### src/sv/fsbc_pkg.sv
// fsbc_pkg: shared types, constants and helpers of the frame scope byte counter.
// Used by the controller, the datapath and the top level.
`timescale 1ns / 1ps

package fsbc_pkg;

  localparam int PREFIX_ENTRIES_DEF = 64;
  localparam int IFACE_COUNT_DEF    = 16;

  localparam logic [15:0] ET_VLAN = 16'h8100;
  localparam logic [15:0] ET_QINQ = 16'h88A8;
  localparam logic [15:0] ET_ARP  = 16'h0806;
  localparam logic [15:0] ET_IPV4 = 16'h0800;
  localparam logic [15:0] ET_IPV6 = 16'h86DD;

  localparam logic CMD_FRAME = 1'b0;
  localparam logic CMD_TABLE = 1'b1;

  localparam logic SCOPE_INT = 1'b0;
  localparam logic SCOPE_EXT = 1'b1;

  typedef struct packed {
    logic        cmd;
    logic [7:0]  frame_byte;
    logic        end_of_frame;
    logic [3:0]  iface;
    logic        direction;
    logic [5:0]  entry_index;
    logic        entry_enable;
    logic        entry_is_v6;
    logic [7:0]  prefix_len;
    logic [63:0] addr_high;
    logic [63:0] addr_low;
  } in_item_t;

  typedef struct packed {
    logic        scope;
    logic [3:0]  out_iface;
    logic        out_direction;
    logic [15:0] frame_bytes;
    logic [63:0] byte_total;
  } out_item_t;

  typedef struct packed {
    logic         is_v6;
    logic [7:0]   bits;
    logic [127:0] key;
  } entry_t;

  typedef struct packed {
    logic accept;
    logic scan_en;
    logic clr_en;
    logic cnt_rd;
    logic commit;
  } ctl_cmd_t;

  typedef struct packed {
    logic scan_last;
    logic clr_last;
    logic out_busy;
  } ctl_sts_t;

  typedef struct packed {
    logic [5:0] start;
    logic [4:0] len;
  } win_t;

  function automatic win_t addr_window(input logic [15:0] et, input logic tag,
                                       input logic dir);
    win_t       w;
    logic [5:0] base;
    base = tag ? 6'd18 : 6'd14;
    w.start = '0;
    w.len   = '0;
    if (et == ET_IPV4) begin
      w.start = base + (dir ? 6'd16 : 6'd12);
      w.len   = 5'd4;
    end else if (et == ET_IPV6) begin
      w.start = base + (dir ? 6'd24 : 6'd8);
      w.len   = 5'd16;
    end
    return w;
  endfunction

endpackage

### src/sv/fsbc_ctrl.sv
// fsbc_ctrl: sequencer for counter clearing, prefix scan and counter update.
// Depends on fsbc_pkg; drives the datapath by command and reads its status.
`timescale 1ns / 1ps

module fsbc_ctrl (
  input  logic              clk,
  input  logic              rst_n,
  input  logic              in_valid,
  input  logic              in_last_byte,
  output logic              in_ready,
  input  logic              out_ready,
  input  fsbc_pkg::ctl_sts_t sts,
  output fsbc_pkg::ctl_cmd_t cmd
);
  import fsbc_pkg::*;

  localparam logic [2:0] S_CLEAR  = 3'd0;
  localparam logic [2:0] S_IDLE   = 3'd1;
  localparam logic [2:0] S_SCAN   = 3'd2;
  localparam logic [2:0] S_DRAIN  = 3'd3;
  localparam logic [2:0] S_CREAD  = 3'd4;
  localparam logic [2:0] S_COMMIT = 3'd5;

  logic [2:0] state_r, state_nxt;

  always_comb begin
    state_nxt   = state_r;
    cmd         = '0;
    in_ready    = 1'b0;
    unique case (state_r)
      S_CLEAR: begin
        cmd.clr_en = 1'b1;
        if (sts.clr_last) state_nxt = S_IDLE;
      end
      S_IDLE: begin
        in_ready   = 1'b1;
        cmd.accept = in_valid;
        if (in_valid && in_last_byte) state_nxt = S_SCAN;
      end
      S_SCAN: begin
        cmd.scan_en = 1'b1;
        if (sts.scan_last) state_nxt = S_DRAIN;
      end
      S_DRAIN: state_nxt = S_CREAD;
      S_CREAD: begin
        cmd.cnt_rd = 1'b1;
        state_nxt  = S_COMMIT;
      end
      S_COMMIT: begin
        if (!sts.out_busy || out_ready) begin
          cmd.commit = 1'b1;
          state_nxt  = S_IDLE;
        end
      end
      default: state_nxt = S_CLEAR;
    endcase
  end

  always_ff @(posedge clk) begin
    if (!rst_n) state_r <= S_CLEAR;
    else        state_r <= state_nxt;
  end

endmodule

### config.mk
export PLATFORM = sky130hd
export DESIGN_NAME = fsbc_ctrl
export DESIGN_NICKNAME = d
export VERILOG_FILES = /design/src/sv/fsbc_pkg.sv /design/src/sv/fsbc_ctrl.sv
export SDC_FILE = /design/constraint.sdc
export NUM_CORES = 1
export LEC_CHECK = 0
export BUFFER_PORTS_ARGS = -buffer_cell sky130_fd_sc_hd__clkbuf_2
export CAP_MARGIN = 20
export CORE_AREA = 2 2 39 41
export DETAILED_ROUTE_END_ITERATION = 10
export DIE_AREA = 0 0 41 43
export PLACE_DENSITY = 0.4
export SYNTH_ARGS = -nofsm -noshare
export SYNTH_HDL_FRONTEND = slang
export SYNTH_SLANG_ARGS = --single-unit
export TNS_END_PERCENT = 1
### constraint.sdc
create_clock -name clk -period 1.7 [get_ports clk]
set_input_delay 0.34 -clock clk [delete_from_list [all_inputs] [get_ports clk]]
set_output_delay 0.34 -clock clk [all_outputs]
set_load 0.02 [all_outputs]
# --- Word-level counts from Yosys, hierarchy flattened ---
# Cells that the tools add are included.
word_totals:
  register_bits: 3
  input_bits: 8
  elab_cells: 27
classes:
  n_eq_ne: 9
  n_mux: 12
  reduce_logical: 5
ops:
  columns: ["cell", "n"]
  rows:
  - ["$pmux W3 S6", 1]
  - ["$mux W3", 4]
  - ["$ne A2 B2 Y1 const B", 4]
  - ["$mux W1", 7]
  - ["$eq A3 B2 Y1 const B", 2]
  - ["$eq A3 B3 Y1 const B", 2]
  - ["$reduce_and A4 Y1", 1]
  - ["$eq A3 B1 Y1 const B", 1]
  - ["$logic_not A3 Y1", 1]
  - ["$logic_and A1 B1 Y1", 1]
  - ["$logic_not A1 Y1", 1]
  - ["$logic_or A1 B1 Y1", 1]

# --- Logic depth before layout (Yosys ltp) ---
# Gate-level depths: netlist (run 1).
logic_depth:
  ltp_word: 4
  ltp_mapped: 4

# --- Worst setup path before layout (run 1) ---
# No wires, ideal clock.
synth_timing:
  path_type: "register -> output"
  startpoint: "reg state_r[0]"
  endpoint: "out cmd[4] in the netlist's numbering"
  arrival_ns: 1.070
  required_ns: 1.360
  setup_slack_ns: 0.290
  path_stages_with_launch: 4
  path_buffers: 1
  cell_sequence: "dfxtp_1 buf_6 nor3b_2 and2_1"
synth_rtl:
  columns: ["item", "line", "source"]
  rows:
  - ["start, declared", "fsbc_ctrl.sv:24", "logic [2:0] state_r, state_nxt;"]
  - ["start signal, assigned", "fsbc_ctrl.sv:61", "else state_r <= state_nxt;"]
  - ["end, declared", "fsbc_ctrl.sv:13", "output fsbc_pkg::ctl_cmd_t cmd"]

==> results.md, run 1 <==
* Number of clock sinks at 3
* Post-layout net count at 52
* Total GRT Usage at 0.0673
* Worst Setup Start Kind: flip-flop
* Detail Route Antenna Nets at 0
* Largest regs: state_r (3)
* CTS Buf Count at 3
* Maximum vdd drop at 0.227 mV
* Setup Fix Bufs, Post-CTS at 0
* Clock Skews at 0.00117 ns
* Die W at 41 um
* Main synth FF type: dfxtp_1
* Cells on worst reg2reg path at 3
* Status: finished, final reports clean
* Critical-path cell list: nor3b_2 -> and2_1 -> clkbuf_2
* Cell Area, Synth at between 200 and 250 sq um
* Initial antenna violation count at 0
* Vert. Die Dim at 43 um
* Aggregate global routing overflow at 0
* Transition time of the tightest slew-check pin at 0.237 ns
* CP arrival at between 1 and 1.5 ns
* Final hold violations at 0
* Synth Warn # at 0
* Root buf cell: clkbuf_4
* Unique masters post-synth at 14
* CP Data Required Time at 1.36 ns
* RR Endpoint: state_r[0]
* Max cap viols at 0
* Worst-path maximum fanout at 7
* Diodes inserted at 0
* Number of global-route vias before repair at 205
* Post-DP HPWL at 390 um
* Number of synthesized register bits at 3
* Routed length per instance at 8.36 um
* Final-layout fill cell count at roughly 160
* Power Density at 835 mW/mm^2
* Layout cells sized above 1 at 0.442
* Clk Latency, worst-skew pair at 0.23 ns
* Initial Util at 0.146
* H-tree depth at 1
* Most frequent cells in the layout: clkbuf_2, nor2_1, nand2b_1
* RSZ-0062 raised after global routing: no
* Port bufs at 13
* Vias/cell at between 3 and 4
* Placed Instances at 55
* Leading cell type in the layout, fill and taps excluded: clkbuf_2
* Clock transition at the registers of the reported paths at ~0.04 ns
* Slowest-stage cell, CP: dfxtp_1
* Final period util at 0.850
* Largest net degree at the start of global routing at 8
* Hold Path Stages at 2
* Number of remaining DRC errors at 0
* Rel. slew slack at 0.842
* Min cycle time layout at 1.45 ns
* Final setup viols at 0
* WS Path Type: flip-flop to primary output
* CTS Hold Bufs at 0
* Die ar. at 0.00176 sq mm
* Core area at 0.00138 sq mm
* Syn_area_per_cell at 7.80 sq um
* Row cnt at 14
* Worst flop-to-flop path startpoint: state_r[1]
* Hold Path Class: primary input to flip-flop
* Post-Place Setup Slack at approximately 0.49 ns
* Setup crit end kind: primary output
* Mapped Nets at 34
* Non-Filler Instances at 59
* Longest Clk Path Bufs at 2
* Max Transition Viols Final at 0
* Top Ports at 14
* Post-CTS sizing at 0
* Setup tns final at 0 ns
* WHS at about 0.36 ns
* Cells after Synth at 26
* Detailed Route WL at 493 um
* First-pass GRT wire length at 717 um
* Leakage at about 0.15 nW
* Via count at 224
* Largest register by flop count: state_r
* Register area share after synthesis at 0.296
* Reg-to-reg slack, setup at a little over 0.7 ns
* Max Clk Rate at ~700 MHz
* Hold EP: state_r[2]
* Post-synth EDFFs at 0
* Design Area, Final at 310 sq um
* Slowest cell delay on critical path at 0.36 ns
* Synth async-reset ratio at 0
* Final worst slack at approximately 0.25 ns
* Max reg flops at 3
* 1st-iter DRT viols at 0
* CTS tree: built
* First-pass DRT Iterations at 1
* Worst hold path startpoint: rst_n
* Final RePlAce weighted congestion at 0.649
* Post-Place Cell Area at 284 sq um
* Area Overhead vs Synth at 53.1%
report_power, final:
group,leakage (nW),switching (mW),internal [mW],total (mW)
logic,0.111,0.0287,0.0257,0.0544
registers,0.0246,0.00508,0.0747,0.0797
clock network,0.0150,0.0369,0.0880,0.125
total,0.151,0.0708,0.188,0.259
area by class of cell:
cell class | count | area, sq um | share of cell area
repair buffers | 14 | 72.6 | 0.234
well taps | 16 | 20.0 | 0.0645
multi-input cells | 22 | 131 | 0.423
flip-flops and latches | 3 | 60.1 | 0.194
clock buffers | 4 | 26.3 | 0.0847
cells in the mapped netlist, types with 2 or more instances:
library cell,n,share of area
nand2_1,2,0.037
nand2b_1,4,0.12
o21a_1,2,0.074
nor2_1,5,0.093
dfxtp_1,3,0.30
a21oi_1,2,0.049
how the worst max path moves through the flow:
stage / startpoint / end
final: state_r[2] / cmd[4]
after CTS: state_r[2] / cmd[4]
after global placement: state_r[0] / cmd[4]
after global routing: state_r[0] / cmd[4]
after detailed placement: state_r[0] / cmd[4]
after floorplan: state_r[0] / cmd[4]
routing by layer:
metal | vias up | track usage | wire length, um
li1 | 122 | - | -
met1 | 96 | 0.0579 | 199
met2 | 6 | 0.0969 | 262
met3 | 0 | 0.0157 | 30
met4 | 0 | 0.100 | 0
met5 | - | 0 | 0
worst max-delay path, delay by kind of cell (launching register included):
family        cells  cell delay (ns)
flops             1             0.36
buf+inv           1             0.16
simple gates      2             0.35
cell families after synthesis:
kind of cell	Yosys count	share of synthesized area
flops	3	0.296
simple gates	16	0.457
buf+inv	1	0.0556
compound gates	6	0.191
through the flow:
stage / utilization / power [mW]
6_report: 0.224 / 0.259
5_1_grt: 0.224 / 0.281
4_1_cts: 0.224 / 0.268
3_5_place_dp: 0.205 / 0.136
3_3_place_gp: 0.205 / 0.137
2_1_floorplan: - / 0.117
No activity file was read; power rests on OpenSTA's default activity.
==> inputs of run 2 (changes only) <==
- CORE_AREA: 2 2 39 41 -> 5 5 42 44
- DIE_AREA: 0 0 41 43 -> 0 0 47 49
==> run 2 against run 1 <==
  * Clock skew fell by 0.0011 ns
  * Global-route usage fell by 1.5 points
  * Register-to-register slack barely moved
  * Worst setup slack got worse by 0.0073 ns
  * Final area fell by 2.0%
  * Largest power group unchanged
  * Critical endpoint unchanged
  * Critical path depth did not move
  * Wire length rose by 1.8%
  * Fmax fell by 0.51%
==> results.md, run 2 (synthesized netlist as in run 1, its figures left out) <==
* Status: finished, final reports clean
* Hold Path Class: primary input to flip-flop
* CP Data Required Time at 1.36 ns (about the same)
* Largest net degree at the start of global routing at 11 (+3)
* CP arrival at 1.11 ns (about the same)
* Longest Clk Path Bufs at 2 (unchanged)
* Post-route core utilization at 0.217 (-0.00727)
* Largest register by flop count: state_r
* Max cap viols at 0 (unchanged)
* Diodes inserted at 0 (unchanged)
* Leakage at 0.146 nW (-3.2%)
* Clock Skews at 0.0000572 ns (-0.00111 ns)
* CTS tree: built
* Initial antenna violation count at 0 (unchanged)
* Number of remaining DRC errors at 0 (unchanged)
* WS Path Type: flip-flop to primary output
* Rel. slew slack at 0.834 (-0.00822)
* Detailed Route WL at 502 um (+1.8%)
* Top Ports at 14 (unchanged)
* Switching share of power at 0.267 (-0.00569)
* Post-DP HPWL at 421 um (+7.9%)
* Row cnt at 14 (unchanged)
* CTS Buf Count at 3 (unchanged)
* Final RePlAce weighted congestion at 0.581 (-11%)
* Via count at 219 (-2.2%)
* Area Overhead vs Synth at 50.0%
* Final setup viols at 0 (unchanged)
* CP delay by family, top: flip-flops
* Power Density at 835 mW/mm^2 (about the same)
* Initial Util at 0.145 (-0.00183)
* CTS Hold Bufs at 0 (unchanged)
* Clock transition at the registers of the reported paths at 0.04 ns (about the same)
* Final hold violations at 0 (unchanged)
* RSZ-0062 raised after global routing: no
* Hold Path Stages at 2 (unchanged)
* Min cycle time layout at 1.45 ns (+0.00735 ns)
* Die ar. at 0.00230 sq mm (+31%)
* 1st-iter DRT viols at 2 (+2)
* Routed length per instance at 8.66 um (+3.6%)
* Vert. Die Dim at 49 um (+14%)
* Core area at 0.00140 sq mm (+1.3%)
* Leading cell type in the layout, fill and taps excluded: clkbuf_2
* Slowest-stage cell, CP: dfxtp_2
* Critical path buffers and inverters at 1 (unchanged)
* Vias/cell at 3.78 (-0.55%)
* Layout cells sized above 1 at 0.452 (+0.0105)
* Number of clock sinks at 3 (unchanged)
* Max Transition Viols Final at 0 (unchanged)
* Slowest cell delay on critical path at 0.39 ns (+0.03 ns)
* Max reg flops at 3 (unchanged)
* Stages on worst setup path at 3 (unchanged)
* Detail Route Antenna Nets at 0 (unchanged)
* Int Pwr at 0.186 mW (-1.2%)
* Number of global-route vias before repair at 226 (+10%)
* Setup crit end kind: primary output
* Cells on worst reg2reg path at 3 (unchanged)
* Gate power share at 0.189 (-0.021)
* Most frequent cells in the layout: clkbuf_2, nor2_1, nand2b_1
* Setup Fix Bufs, Post-CTS at 0 (unchanged)
* Worst Setup Start Kind: flip-flop
* Setup tns final at 0 ns (unchanged)
* Worst-path maximum fanout at 10 (+3)
* Critical-path cell list: nor3b_2 -> and2_1 -> clkbuf_2
* Post-layout net count at 51 (-1.9%)
* Transition time of the tightest slew-check pin at 0.249 ns (+0.0123 ns)
* Root buf cell: clkbuf_4
* Total GRT Usage at 0.0521 (-0.0152)
* First-pass GRT wire length at 848 um (+18%)
* Psw at 0.0679 mW (-4.1%)
* Final period util at 0.855 (+0.00432)
* Max Clk Rate at 688 MHz (-0.51%)
* Clock network power share at 0.486 (+0.004)
* Maximum vdd drop at 0.220 mV (-2.9%)
* H-tree depth at 1 (unchanged)
* Aggregate global routing overflow at 0 (unchanged)
* Clk Latency, worst-skew pair at 0.23 ns (about the same)
* Largest regs: state_r (3)
* Reg power frac at 0.326 (+0.018)
* Final-layout fill cell count at 189 (+19%)
* Port bufs at 13 (unchanged)
* First-pass DRT Iterations at 2 (+1)
* Die W at 47 um (+15%)
## run 2: cell count changes in the layout (fill, tap and decap cells not counted)
cell and delta:
buf_4 -1, dfxtp_1 -1, dfxtp_2 +1
## run 2: what timing repair did
action | in CTS | in global routing
resized for setup | 0 | 1
hold endpoints to repair | 0 | 0
endpoints found under the setup margin | 0 | 1
## run 2: worst register-to-register path, cell delays in order (launching register included)
cell	delay, ns
dfxtp_1	0.43
nand2b_2	0.19
o21ai_1	0.07
o21a_1	0.18
## run 2: power by group through the flow
stage                     combinational, mW  clock [mW]  sequential [mW]
after global placement               0.0489           0           0.0837
after floorplan                      0.0381           0           0.0785
after CTS                            0.0491       0.131           0.0822
after global routing                 0.0541       0.133           0.0842
final                                0.0479       0.123           0.0827
after detailed placement             0.0490           0           0.0834
## run 2: layer usage
layer / up-vias / part of all wire / global-route usage
met5: - / 0 / 0
li1: 121 / - / -
met1: 93 / 0.37 / 0.0526
met4: 0 / 0 / 0.0415
met3: 0 / 0.10 / 0.0258
met2: 5 / 0.53 / 0.0769
## run 2: final cells by class
type	instances	area [sq um]	area share
Clock buffer	4	26.3	0.0864
Multi-Input combinational cell	22	131	0.432
Sequential cell	3	61.3	0.202
Tap cell	16	20.0	0.0658
Timing Repair Buffer	13	65.1	0.214
## run 2: stage by stage
| stage | setup WS (ns) | area (sq um) | hold WS (ns) | power (mW) | instances |
|---|---|---|---|---|---|
| global route | 0.119 | 304 | 0.351 | 0.272 | 58 |
| CTS | 0.121 | 303 | 0.354 | 0.262 | 58 |
| global placement | 0.379 | 277 | 0.602 | 0.133 | 54 |
| detailed placement | 0.371 | 277 | 0.599 | 0.132 | 54 |
| finish | 0.247 | 304 | 0.349 | 0.254 | 58 |
| floorplan | 0.290 | 203 | 0.458 | 0.117 | 26 |
## run 2: path summary, 6_finish.rpt
path	start	to	slack, ns
max reg2reg	state_r[1]	state_r[0]	0.72
min	rst_n	state_r[0]	0.35
min reg2reg	state_r[0]	state_r[1]	0.55
max	state_r[0]	cmd[4]	0.25
==> inputs of run 3 (changes only) <==
- PLACE_DENSITY: 0.4 -> unset
==> run 3 against run 2 <==
  * Die area unchanged
  * Register-to-register slack about the same
  * Clock skew up 0.00076 ns
  * Fmax down 2.2%
  * Global-route usage up 0.77 points
  * Final area unchanged
  * Non-clock buffer count unchanged
  * Utilization unchanged
  * Worst setup slack worse by 0.033 ns
  * Sequential power about the same
  * Via count up 4.1%
  * Wire length up 13%
  * Critical endpoint unchanged
==> results.md, run 3 (synthesized netlist as in run 1, its figures left out) <==
* Setup crit end kind: primary output
* Max Clk Rate at 673 MHz (-2.2%)
* Max cap viols at 0 (unchanged)
* Final hold violations at 0 (unchanged)
* Largest regs: state_r (3)
* RSZ-0062 raised after global routing: no
* 1st-iter DRT viols at 0 (-2)
* Worst flop-to-flop path startpoint: state_r[1]
* Detailed Route WL at 566 um (+13%)
* Clk Latency, worst-skew pair at 0.23 ns (about the same)
* Clock Skews at 0.000820 ns (+0.000763 ns)
* Slowest-stage cell, CP: dfxtp_2
* Most frequent cells in the layout: clkbuf_2, nor2_1, nand2b_1
* Transition time of the tightest slew-check pin at 0.252 ns (+0.00297 ns)
* First-pass GRT wire length at 910 um (+7.3%)
* Final setup viols at 0 (unchanged)
* WHS at 0.349 ns (-0.000107 ns)
* Die ar. at 0.00230 sq mm (unchanged)
* CP startpoint: state_r[0]
* Worst-path maximum fanout at 10 (unchanged)
* Largest register by flop count: state_r
* CP delay by family, top: flip-flops
* Number of remaining DRC errors at 0 (unchanged)
* Vias/cell at 3.93 (+4.1%)
* Die W at 47 um (unchanged)
* Critical-path cell list: nor3b_2 -> and2_1 -> clkbuf_2
* Non-Filler Instances at 58 (unchanged)
* Worst Setup Start Kind: flip-flop
* CTS Hold Bufs at 0 (unchanged)
* Core area at 0.00140 sq mm (unchanged)
* Leakage at 0.146 nW (unchanged)
* Final period util at 0.874 (+0.0196)
* WS Path Type: flip-flop to primary output
* Stages on worst setup path at 3 (unchanged)
* Row cnt at 14 (unchanged)
* Placed Instances at 54 (unchanged)
* Final-layout fill cell count at 173 (-8.5%)
* Aggregate global routing overflow at 0 (unchanged)
* Cells on worst reg2reg path at 3 (unchanged)
* Multi-input gate area at 131 sq um (unchanged)
* Largest net degree at the start of global routing at 11 (unchanged)
* Min cycle time layout at 1.49 ns (+0.0333 ns)
* RR Endpoint: state_r[0]
* Longest Clk Path Bufs at 2 (unchanged)
* Detail Route Antenna Nets at 0 (unchanged)
* Layout cells sized above 1 at 0.452 (unchanged)
* Status: finished, final reports clean
* Via count at 228 (+4.1%)
* Vert. Die Dim at 49 um (unchanged)
* Port bufs at 13 (unchanged)
* CP arrival at 1.15 ns (+0.04 ns)
* Number of clock sinks at 3 (unchanged)
* Post-layout net count at 51 (unchanged)
* Slowest cell delay on critical path at 0.39 ns (about the same)
* Rel. slew slack at 0.832 (-0.00198)
* Leading cell type in the layout, fill and taps excluded: clkbuf_2
* Power Density at 839 mW/mm^2 (+0.51%)
* CP Data Required Time at 1.36 ns (about the same)
* Post-route core utilization at 0.217 (unchanged)
* Reg-to-reg slack, setup at 0.73 ns (about the same)
* Routed length per instance at 9.76 um (+13%)
* Register area at 61.3 sq um (unchanged)
* Area Overhead vs Synth at 50.0% (unchanged)
* H-tree depth at 1 (unchanged)
* Initial Util at 0.145 (unchanged)
* Critical path endpoint: cmd[4]
* First-pass DRT Iterations at 1 (-1)
* Diodes inserted at 0 (unchanged)
* Critical path buffers and inverters at 1 (unchanged)
* Final RePlAce weighted congestion at 0.697 (+20%)
* Setup Fix Bufs, Post-CTS at 0 (unchanged)
* Maximum vdd drop at 0.212 mV (-4.0%)
* Max Transition Viols Final at 0 (unchanged)
* Root buf cell: clkbuf_4
* Hold Path Class: primary input to flip-flop
* CTS tree: built
* Total GRT Usage at 0.0598 (+0.00774)
* CTS Buf Count at 3 (unchanged)
* Number of global-route vias before repair at 239 (+5.8%)
* Max reg flops at 3 (unchanged)
* Initial antenna violation count at 0 (unchanged)
* Clock transition at the registers of the reported paths at 0.04 ns (about the same)
* Top Ports at 14 (unchanged)
* Setup tns final at 0 ns (unchanged)
==> run 3: final cells by class <==
type | count | share of cell area
Multi-Input combinational cell | 22 | 0.432
Timing Repair Buffer | 13 | 0.214
Sequential cell | 3 | 0.202
Clock buffer | 4 | 0.0864
Tap cell | 16 | 0.0658
==> run 3: worst reg2reg max path: cells and delay by family, from the launching register on <==
family          cells  cell delay [ns]
compound gates      2             0.25
simple gates        1             0.19
flops               1             0.42
==> run 3: worst min-delay path by stage <==
stage / start / endpoint / slack, ns / cells after the start
2_1_floorplan: rst_n / state_r[2] / 0.46 / 1
3_3_place_gp: rst_n / state_r[2] / 0.59 / 2
3_5_place_dp: rst_n / state_r[2] / 0.59 / 2
4_1_cts: rst_n / state_r[2] / 0.35 / 2
5_1_grt: rst_n / state_r[2] / 0.36 / 2
6_report: rst_n / state_r[0] / 0.35 / 2
==> run 3: timing repair <==
| item | 4_1_cts | 5_1_grt |
|---|---|---|
| endpoints found under the setup margin | 0 | 1 |
| endpoints found under the hold margin | 0 | 0 |
| gates resized for setup | 0 | 1 |
==> run 3: layer usage <==
layer	global-route usage	wire, um	vias to the layer above	part of all wire
met4	0.0553	0	0	0
met5	0	0	-	0
met2	0.113	351	4	0.62
met1	0.0351	166	103	0.29
met3	0.0258	48	0	0.085
li1	-	-	121	-
==> run 3: power breakdown <==
group / internal (mW) / total [mW] / switching (mW)
clock network: 0.0878 / 0.123 / 0.0352
registers: 0.0753 / 0.0827 / 0.00747
logic: 0.0229 / 0.0494 / 0.0265
==> run 3: metrics by stage <==
step                cell area, sq um  setup WS [ns]  power (mW)
finish                           304          0.214       0.255
global route                     304          0.111       0.272
CTS                              303          0.106       0.261
detailed placement               277          0.351       0.133
global placement                 277          0.404       0.132
floorplan                        203          0.290       0.117
